--- src/design/tdsp_pkg.sv ---
// Shared constants, register codes and pipeline control types for the stick-to-PWM block.
`default_nettype none

package tdsp_pkg;

  localparam int AXIS_W   = 8;
  localparam int DRIVE_W  = 15;
  localparam int LIMIT_W  = 14;
  localparam int COUNT_W  = 7;
  localparam int STEP_W   = 10;
  localparam int CEIL_W   = 13;
  localparam int BAND_W   = 12;
  localparam int CFG_W    = 13;
  localparam int MAG_W    = 8;
  localparam int PROD_W   = MAG_W + LIMIT_W;
  localparam int RECIP_W  = 23;
  localparam int RECIP_SH = 30;
  localparam int FULL_W   = PROD_W + RECIP_W;

  // ceil(2^30 / 255); exact floor division for products below about 5.6 million.
  localparam logic [RECIP_W-1:0] RECIP_255 = 23'd4210753;

  localparam logic [STEP_W-1:0] STEP_RESET = 10'd500;
  localparam logic [CEIL_W-1:0] CEIL_RESET = 13'd4000;
  localparam logic [BAND_W-1:0] BAND_RESET = 12'd250;

  localparam logic [COUNT_W-1:0] COUNT_MAX = 7'd127;

  typedef enum logic [1:0] {
    REG_SPEED_STEP    = 2'd0,
    REG_SPEED_CEILING = 2'd1,
    REG_DEAD_BAND     = 2'd2
  } cfg_reg_t;

  typedef struct packed {
    logic load_b;
    logic load_c;
  } pipe_ctl_t;

endpackage

`default_nettype wire

--- src/design/tdsp_speed.sv ---
// Button edge detection and the kept speed limit and step count.
`default_nettype none

module tdsp_speed (
  input  wire                           clk,
  input  wire                           rst,
  input  wire                           take,
  input  wire                           up_pressed,
  input  wire                           down_pressed,
  input  wire [tdsp_pkg::STEP_W-1:0]    speed_step,
  input  wire [tdsp_pkg::CEIL_W-1:0]    speed_ceiling,
  output logic [tdsp_pkg::LIMIT_W-1:0]  limit,
  output logic [tdsp_pkg::COUNT_W-1:0]  count
);
  import tdsp_pkg::*;

  logic                up_latch;
  logic                down_latch;
  logic [LIMIT_W-1:0]  lim_mid;
  logic [COUNT_W-1:0]  cnt_mid;
  logic [LIMIT_W-1:0]  limit_next;
  logic [COUNT_W-1:0]  count_next;
  logic [LIMIT_W-1:0]  step_ext;

  assign step_ext = LIMIT_W'(speed_step);

  always_comb begin
    lim_mid    = limit;
    cnt_mid    = count;
    limit_next = limit;
    count_next = count;
    // The up press is applied first; the down press sees its result.
    if (up_pressed && !up_latch && (limit < LIMIT_W'(speed_ceiling))) begin
      lim_mid = limit + step_ext;
      if (count != COUNT_MAX) begin
        cnt_mid = count + 1'b1;
      end
    end
    limit_next = lim_mid;
    count_next = cnt_mid;
    if (down_pressed && !down_latch && (lim_mid != '0)) begin
      limit_next = (lim_mid > step_ext) ? (lim_mid - step_ext) : '0;
      if (cnt_mid != '0) begin
        count_next = cnt_mid - 1'b1;
      end
    end
  end

  always_ff @(posedge clk) begin
    if (rst) begin
      up_latch   <= 1'b0;
      down_latch <= 1'b0;
      limit      <= '0;
      count      <= '0;
    end else if (take) begin
      // A latch simply follows its button: release clears it, a press sets it.
      up_latch   <= up_pressed;
      down_latch <= down_pressed;
      limit      <= limit_next;
      count      <= count_next;
    end
  end

endmodule

`default_nettype wire

--- src/design/tdsp_axis.sv ---
// One stick axis: scale by the speed limit, divide by 255, apply the dead band.
`default_nettype none

module tdsp_axis (
  input  wire                                 clk,
  input  wire                                 rst,
  input  tdsp_pkg::pipe_ctl_t                 ctl,
  input  wire [tdsp_pkg::AXIS_W-1:0]          axis,
  input  wire [tdsp_pkg::LIMIT_W-1:0]         limit,
  input  wire [tdsp_pkg::BAND_W-1:0]          dead_band,
  output logic signed [tdsp_pkg::DRIVE_W-1:0] drive_next,
  output logic signed [tdsp_pkg::DRIVE_W-1:0] drive
);
  import tdsp_pkg::*;

  logic [MAG_W:0]      twice;
  logic [MAG_W-1:0]    span;
  logic [PROD_W-1:0]   prod_b;
  logic                neg_b;
  logic [FULL_W-1:0]   full;
  logic [LIMIT_W-1:0]  quot;
  logic [LIMIT_W-1:0]  mag;
  logic [DRIVE_W-1:0]  mag_ext;

  // Distance of 2*axis from 255; always odd, so never zero.
  assign twice = {axis, 1'b0};
  assign span  = axis[AXIS_W-1] ? MAG_W'(twice - 9'd255) : MAG_W'(9'd255 - twice);

  always_ff @(posedge clk) begin
    if (ctl.load_b) begin
      prod_b <= span * limit;
      neg_b  <= axis[AXIS_W-1];
    end
  end

  assign full    = FULL_W'(prod_b) * FULL_W'(RECIP_255);
  assign quot    = full[RECIP_SH +: LIMIT_W];
  assign mag     = (quot < LIMIT_W'(dead_band)) ? '0 : quot;
  assign mag_ext = DRIVE_W'(mag);

  always_comb begin
    drive_next = neg_b ? $signed(~mag_ext + 1'b1) : $signed(mag_ext);
  end

  always_ff @(posedge clk) begin
    if (rst) begin
      drive <= '0;
    end else if (ctl.load_c) begin
      drive <= drive_next;
    end
  end

endmodule

`default_nettype wire

--- src/design/tank_drive_stick_to_pwm.sv ---
// Top level of the gamepad stick to tank-drive PWM converter.
`default_nettype none

// Each transaction carries one gamepad sample and yields exactly one result; a new sample can
// be taken every cycle while in_stall is low. The three pipeline stages are the speed-limit
// update, the axis-times-limit product, and the divide by 255 (a reciprocal multiply) with
// dead band and change detection. in_stall follows out_stall through the stage occupancy,
// so a held result does not block new samples until the pipeline is full. After reset the
// step is 500, the ceiling 4000, the dead band 250 and the speed limit zero, so both drives
// read zero until the first up press.
module tank_drive_stick_to_pwm (
  input  wire                                 clk,
  input  wire                                 rst,
  input  wire                                 cfg_write,
  input  wire [1:0]                           cfg_index,
  input  wire [tdsp_pkg::CFG_W-1:0]           cfg_data,
  input  wire                                 in_valid,
  output logic                                in_stall,
  input  wire                                 up_pressed,
  input  wire                                 down_pressed,
  input  wire [tdsp_pkg::AXIS_W-1:0]          left_axis,
  input  wire [tdsp_pkg::AXIS_W-1:0]          right_axis,
  output logic                                out_valid,
  input  wire                                 out_stall,
  output logic signed [tdsp_pkg::DRIVE_W-1:0] left_drive,
  output logic signed [tdsp_pkg::DRIVE_W-1:0] right_drive,
  output logic                                drive_changed,
  output logic [tdsp_pkg::COUNT_W-1:0]        speed_level
);
  import tdsp_pkg::*;

  logic [STEP_W-1:0]          speed_step;
  logic [CEIL_W-1:0]          speed_ceiling;
  logic [BAND_W-1:0]          dead_band;

  logic                       va;
  logic                       vb;
  logic                       ready_a;
  logic                       ready_b;
  logic                       ready_c;
  logic                       in_acc;
  pipe_ctl_t                  ctl;

  logic [AXIS_W-1:0]          left_a;
  logic [AXIS_W-1:0]          right_a;
  logic [LIMIT_W-1:0]         speed_limit;
  logic [COUNT_W-1:0]         count_a;
  logic [COUNT_W-1:0]         count_b;
  logic signed [DRIVE_W-1:0]  left_next;
  logic signed [DRIVE_W-1:0]  right_next;

  always_ff @(posedge clk) begin
    if (rst) begin
      speed_step    <= STEP_RESET;
      speed_ceiling <= CEIL_RESET;
      dead_band     <= BAND_RESET;
    end else if (cfg_write) begin
      case (cfg_index)
        REG_SPEED_STEP:    speed_step    <= cfg_data[STEP_W-1:0];
        REG_SPEED_CEILING: speed_ceiling <= cfg_data[CEIL_W-1:0];
        REG_DEAD_BAND:     dead_band     <= cfg_data[BAND_W-1:0];
        default: ;
      endcase
    end
  end

  // A stage moves on when the stage after it is empty or moving on too.
  assign ready_c    = !out_valid || !out_stall;
  assign ready_b    = !vb || ready_c;
  assign ready_a    = !va || ready_b;
  assign ctl.load_c = vb && ready_c;
  assign ctl.load_b = va && ready_b;
  assign in_stall   = !ready_a;
  assign in_acc     = in_valid && ready_a;

  always_ff @(posedge clk) begin
    if (rst) begin
      va        <= 1'b0;
      vb        <= 1'b0;
      out_valid <= 1'b0;
    end else begin
      va        <= in_acc || (va && !ctl.load_b);
      vb        <= ctl.load_b || (vb && !ctl.load_c);
      out_valid <= ctl.load_c || (out_valid && out_stall);
    end
  end

  always_ff @(posedge clk) begin
    if (in_acc) begin
      left_a  <= left_axis;
      right_a <= right_axis;
    end
    if (ctl.load_b) begin
      count_b <= count_a;
    end
    if (ctl.load_c) begin
      speed_level <= count_b;
      // The drive registers still hold the previous transaction's drives.
      drive_changed <= (left_next != left_drive) || (right_next != right_drive);
    end
  end

  tdsp_speed u_speed (
    .clk           (clk),
    .rst           (rst),
    .take          (in_acc),
    .up_pressed    (up_pressed),
    .down_pressed  (down_pressed),
    .speed_step    (speed_step),
    .speed_ceiling (speed_ceiling),
    .limit         (speed_limit),
    .count         (count_a)
  );

  tdsp_axis u_left (
    .clk        (clk),
    .rst        (rst),
    .ctl        (ctl),
    .axis       (left_a),
    .limit      (speed_limit),
    .dead_band  (dead_band),
    .drive_next (left_next),
    .drive      (left_drive)
  );

  tdsp_axis u_right (
    .clk        (clk),
    .rst        (rst),
    .ctl        (ctl),
    .axis       (right_a),
    .limit      (speed_limit),
    .dead_band  (dead_band),
    .drive_next (right_next),
    .drive      (right_drive)
  );

  a_full_stalls: assert property (@(posedge clk) disable iff (rst)
    (va && vb && out_valid && out_stall) |-> in_stall)
    else $error("pipeline full and stalled but input not stalled");

  a_limit_held: assert property (@(posedge clk) disable iff (rst)
    !in_acc |=> $stable(speed_limit))
    else $error("speed limit moved without an accepted transaction");

  a_drive_held: assert property (@(posedge clk) disable iff (rst)
    !ctl.load_c |=> ($stable(left_drive) && $stable(right_drive)))
    else $error("drive registers changed without a result load");

endmodule

`default_nettype wire

--- config.mk ---
export PLATFORM = sky130hd
export DESIGN_NAME = tank_drive_stick_to_pwm
export DESIGN_NICKNAME = d
export VERILOG_FILES = /design/src/design/tdsp_pkg.sv /design/src/design/tdsp_speed.sv /design/src/design/tdsp_axis.sv /design/src/design/tank_drive_stick_to_pwm.sv
export SDC_FILE = /design/constraint.sdc
export NUM_CORES = 1
export LEC_CHECK = 0
export BUFFER_PORTS_ARGS = -buffer_cell sky130_fd_sc_hd__buf_2
export CORE_UTILIZATION = 45
export DETAILED_ROUTE_END_ITERATION = 8
export PLACE_DENSITY = 0.68
export SLEW_MARGIN = 40
export SYNTH_ARGS = -nofsm -noshare
export SYNTH_HDL_FRONTEND = slang
export SYNTH_SLANG_ARGS = --single-unit
--- constraint.sdc ---
create_clock -name clk -period 8.4 [get_ports clk]
set_input_delay 0.84 -clock clk [delete_from_list [all_inputs] [get_ports clk]]
set_output_delay 0.84 -clock clk [all_outputs]
set_load 0.005 [all_outputs]
# Word-level counts from Yosys, hierarchy flattened
# Index checks and enable logic that the tools add are counted.
# totals
register_bits	168
output_inout_bits	40
elab_cells	91
# classes
addsub	10
multipliers	4
n_lt_le_gt_ge	4
eq_ne	5
n_mux	13
n_bitwise	2
n_reduce_logical	32
# ops
op	count
multiplier 22 x 23 -> 44 bit, second input constant	2
2-to-1 mux 14 bit	5
multiplier 8 x 14 -> 22 bit	2
adder 15 x 1 -> 15 bit, second input constant	2
2-to-1 mux 15 bit	2
!= test 15 bit	2
inverter 14 -> 15 bit	2
< comparator 14 x 12 -> 1 bit	2
2-to-1 mux 7 bit	4
2-to-1 mux 8 bit	2
subtractor 8 bit, first input constant	2
subtractor 8 bit, second input constant	2
adder 14 x 10 -> 14 bit	1
> comparator 14 x 10 -> 1 bit	1
< comparator 14 x 13 -> 1 bit	1
nonzero test 14 bit	1
subtractor 14 x 10 -> 14 bit	1
logical AND 1 bit	10
zero test 1 bit	9
adder 7 x 1 -> 7 bit, second input constant	1
logical OR 1 bit	7
!= test 7 bit, second input constant	1
nonzero test 7 bit	1
subtractor 7 x 1 -> 7 bit, second input constant	1
other kinds (4)	6

# Depth between registers and ports, before layout
# logic_depth
ltp_word	8
ltp_mapped	36
ltp_nobuf	35

# Hierarchy
# A second synthesis with hierarchy kept.
# hier_totals
hier_cells	2442
area_unflattened_um2	22365.2
# by_module_without_submodules
module	n_inst	cells_each	area_each_um2
tdsp_axis at u_left	1	944	8431.8
tdsp_axis at u_right	1	882	8149.1
tdsp_speed	1	386	3124.2
tank_drive_stick_to_pwm	1	230	2660.1

# Worst setup path after synthesis
# OpenSTA, ideal clock, no wires.
# synth_timing
kind	register to register
from	reg u_left.prod_b[21]
to	reg drive_changed (data pin)
setup_ns	0.263
arrival_time_ns	7.367
path_slack_ns	0.770
path_stages_with_launch	33
path_cell_list	edfxtp_1 > ha_1 > inv_1 > fa_1 > inv_1 > ha_1 > ha_1 > ha_1 > ha_1 > and2_1 > and3_1 > a21oi_1 > nand3_1 > a21boi_0 > nor3_1 > nor3_1 > inv_1 > ha_1 > nand2_1 > or2_2 > o31a_1 > nand2_1 > clkbuf_1 > nand2_1 > ha_1 > inv_1 > nor4_2 > and4_1 > or2_1 > a2111oi_0 > nand4_1 > nor4_1 > nand2_1
# synth_between
elab_chain_len	8
# synth_lines
element	line_no	source
from (decl)	tdsp_axis.sv:18	logic [PROD_W-1:0] prod_b;
from (signal assigned)	tdsp_axis.sv:31	prod_b <= span * limit;
multiplier 22 x 23 -> 44 bit (*)	tdsp_axis.sv:36	assign full = FULL_W'(prod_b) * FULL_W'(RECIP_255);
< comparator 14 x 12 -> 1 bit	tdsp_axis.sv:38	assign mag = (quot < LIMIT_W'(dead_band)) ? '0 : quot;
2-to-1 mux 14 bit (*)	tdsp_axis.sv:38	
inverter 14 -> 15 bit	tdsp_axis.sv:42	drive_next = neg_b ? $signed(~mag_ext + 1'b1) : $signed(mag_ext);
adder 15 x 1 -> 15 bit	tdsp_axis.sv:42	
2-to-1 mux 15 bit (*)	tdsp_axis.sv:42	
!= test 15 bit (*)	tank_drive_stick_to_pwm.sv:99	drive_changed <= (left_next != left_drive) || (right_next != right_drive);
logical OR 1 bit (*)	tank_drive_stick_to_pwm.sv:99	
to (signal assigned)	tank_drive_stick_to_pwm.sv:99	
to (decl)	tank_drive_stick_to_pwm.sv:27	output logic drive_changed,
# Mark *: on every way between the ends. The rest lies on a longest branch, timed or not.
# A chain may end at the register's enable or synchronous reset.

# Worst setup path after layout
# layout_timing
from	reg u_right.prod_b[15]
to	reg drive_changed (data pin)
# layout_between
elab_chain_len	8
# layout_lines
element	line_no
from (decl)	tdsp_axis.sv:18
from (signal assigned)	tdsp_axis.sv:31
multiplier 22 x 23 -> 44 bit (*)	tdsp_axis.sv:36
< comparator 14 x 12 -> 1 bit	tdsp_axis.sv:38
2-to-1 mux 14 bit (*)	tdsp_axis.sv:38
inverter 14 -> 15 bit	tdsp_axis.sv:42
adder 15 x 1 -> 15 bit	tdsp_axis.sv:42
2-to-1 mux 15 bit (*)	tdsp_axis.sv:42
!= test 15 bit (*)	tank_drive_stick_to_pwm.sv:99
logical OR 1 bit (*)	tank_drive_stick_to_pwm.sv:99
# Marked as above.

==> results.sh <==
export IMPL_status="finished, final reports clean"
export IMPL_synth_top_area_frac=0.208
export IMPL_hp_class="flip-flop to flip-flop"
export IMPL_ys_seq_elements=167
export IMPL_setup_viol=0
export IMPL_synthCells=2633
export IMPL_ys_seq_area_frac=0.179
export IMPL_wl_um=63500
export IMPL_drive_gt1_frac=0.0984
export IMPL_synth_distinct_cells=106
export IMPL_clock_sinks=167
export IMPL_num_nets_final=3296
export IMPL_slew_headroom=0.416
export IMPL_drv_slew=0
export IMPL_firstDrtPassIters=6
export IMPL_cts_tree="done"
export IMPL_synth_edf_count=76
export IMPL_start_util=0.457
export IMPL_coreArea_um2=50300
export IMPL_grt_max_degree=91
export IMPL_hold_viol=0
export IMPL_post_drt_wl_per_cell_um=18.8
export IMPL_grt_pass1_vias=19900
export IMPL_avgSynthCellArea_um2=8.73
export IMPL_reg2regPathDepth=35
export IMPL_grt_pass1_wl_um=104000
export IMPL_seqCellArea_um2=4100
export IMPL_met3_usage=0.0273
export IMPL_drc=0
export IMPL_top_usage_layer="met2"
export IMPL_fill_cells=4760
export IMPL_yosysTopAreaCell="ha_1"
export IMPL_final_cell_mix="ha_1 (382), inv_1 (314), nand2_1 (271)"
export IMPL_end_kind="flip-flop"
export IMPL_final_instance_count_excl_fill=3386
export IMPL_multi_input_area_um2=17500
export IMPL_root_buffer="clkbuf_16"
export IMPL_ctsHoldBuffers=0
export IMPL_place_congestion=0.945
export IMPL_min_path_cells=0
export IMPL_num_rows=82
export IMPL_viasPerCell=5.80
export IMPL_dr_first_iter_drc_count=1524
export IMPL_cp_max_fo=10
export IMPL_synth_fp_nets=3228
export IMPL_vias=19600
export IMPL_antenna_cells=0
export IMPL_areaGrowthSynthToFinish_pct=9.15
export IMPL_cp_slowest_cell="edfxtp_1"
export IMPL_fin_skew_ps=11.4
export IMPL_maxCapViolCount=0
export IMPL_cts_max_level=4
export IMPL_grtUsageMet1=0.334
export IMPL_yosysWarnings=0
export IMPL_netlist_top_cells_area="ha_1 (21%), fa_1 (15%), edfxtp_1 (9.9%), dfxtp_1 (7.9%), inv_1 (5.1%)"
export IMPL_grt_overflow=0
export IMPL_path_class="flip-flop to flip-flop"
export IMPL_cts_buffers=17
export IMPL_path_common_cell="ha_1"
export IMPL_async_reset_ff_frac=0
export IMPL_cp_data_required_time_ps=8620
export IMPL_clk_pin_slew_worst_paths_ps=80
export IMPL_numPortBuffers=77
export IMPL_cpLargestDelayFamily="adder cells"
export IMPL_critPathArrivalTime_ps=8180
export IMPL_insertion_delay_ps=470
export IMPL_max_stage_delay_ps=460
export IMPL_final_common_cell="ha_1"
export IMPL_clock_path_buffers=2
export IMPL_synth_area_um2=23000
export IMPL_finalCritPeriodShare=0.948
export IMPL_critical_path_startpoint_type="flip-flop"
export IMPL_dp_hpwl_um=50900
export IMPL_placedCellCount=3338
export IMPL_worst_pin_slew_ps=875
export IMPL_path_depth=35
export IMPL_die_h_um=228
export IMPL_synth_flop_cell="dfxtp_1"
export IMPL_die_x_um=228
export IMPL_max_freq_ghz=0.126
export IMPL_die_area_um2=52000
export IMPL_grt_use_met2=0.412
export IMPL_critPathBufInv=3
export IMPL_period_minus_slack_ps=7960
export IMPL_pin_count=78
export IMPL_ant_nets=0
export IMPL_antenna_found_initial=0
export IMPL_grt_usage=0.248
==> final timing paths <==
| path | slack (ps) | startpoint | endpoint |
|---|---|---|---|
| setup reg to reg | 440 | u_right.prod_b[15] | drive_changed |
| setup / recovery | 440 | u_right.prod_b[15] | drive_changed |
| hold reg to reg | 410 | count_b[2] | speed_level[2] |
| hold / removal | 410 | count_b[2] | speed_level[2] |
==> cell type report <==
class / instances / share of cell area
clock buffer: 17 / 0.0170
clock inverter: 15 / 0.00708
inverter: 318 / 0.0476
multi-input combinational: 2057 / 0.697
sequential: 167 / 0.164
tap: 672 / 0.0335
timing repair buffer: 140 / 0.0344
==> cell usage after synthesis, types with 18 or more instances <==
library cell  number
a211o_1           18
a211oi_1          37
a21boi_0          20
a21o_1            32
a21oi_1          148
and2_1           119
and3_1            18
clkbuf_1          76
dfxtp_1           91
edfxtp_1          76
fa_1             174
ha_1             383
inv_1            314
mux2i_1           19
nand2_1          272
nand3_1           49
nand4_1           31
nor2_1           169
nor3_1            58
o21a_1            22
o21ai_0           88
xnor2_1           65
xor2_1            24
==> repair_timing <==
item	in CTS	in global routing
setup endpoints to repair	0	5
endpoints found under the hold margin	0	0
buffers inserted	0	16
resized for setup	0	31
==> kinds of logic after synthesis <==
family                   synth area share
buffers and inverters              0.0681
AO/OA/AOI/OAI                       0.164
multiplexers                       0.0137
adder cells (fa/ha/maj)             0.360
flip-flops                          0.179
XOR/XNOR                           0.0365
AND/OR/NAND/NOR                     0.179
==> stage by stage <==
step                 util  setup slack [ps]  area, um2  setup TNS (ps)  hold slack (ps)
finish              0.499               437      25100               0              410
global route        0.499             -17.2      25100           -17.2              427
CTS                 0.494              84.6      24800               0              411
detailed placement  0.482               125      24200               0              405
global placement    0.481               340      24200               0              407
floorplan               -               770      23000               0              400
==> metal layers <==
metal  share of wire  up-vias  routed length, um
met5               0        -                  0
met4           0.032        0               2040
met3           0.055      120               3480
met2            0.46      669              29500
met1            0.45     9526              28500
li1                -     9317                  -
==> flip-flops by register name (all words and copies together) (netlist names), 7 cells and up <==
| name | flops |
|---|---|
| left_a | 8 |
| u_left.drive | 15 |
| u_right.prod_b | 22 |
| speed_ceiling | 13 |
| speed_step | 10 |
| count_b | 7 |
| u_speed.count | 7 |
| right_a | 8 |
| dead_band | 12 |
| u_speed.limit | 14 |
| u_left.prod_b | 21 |
| speed_level | 7 |
| u_right.drive | 15 |
Power is not shown: default switching activity piles up to over one toggle a cycle in this logic, so the estimate is an artifact.
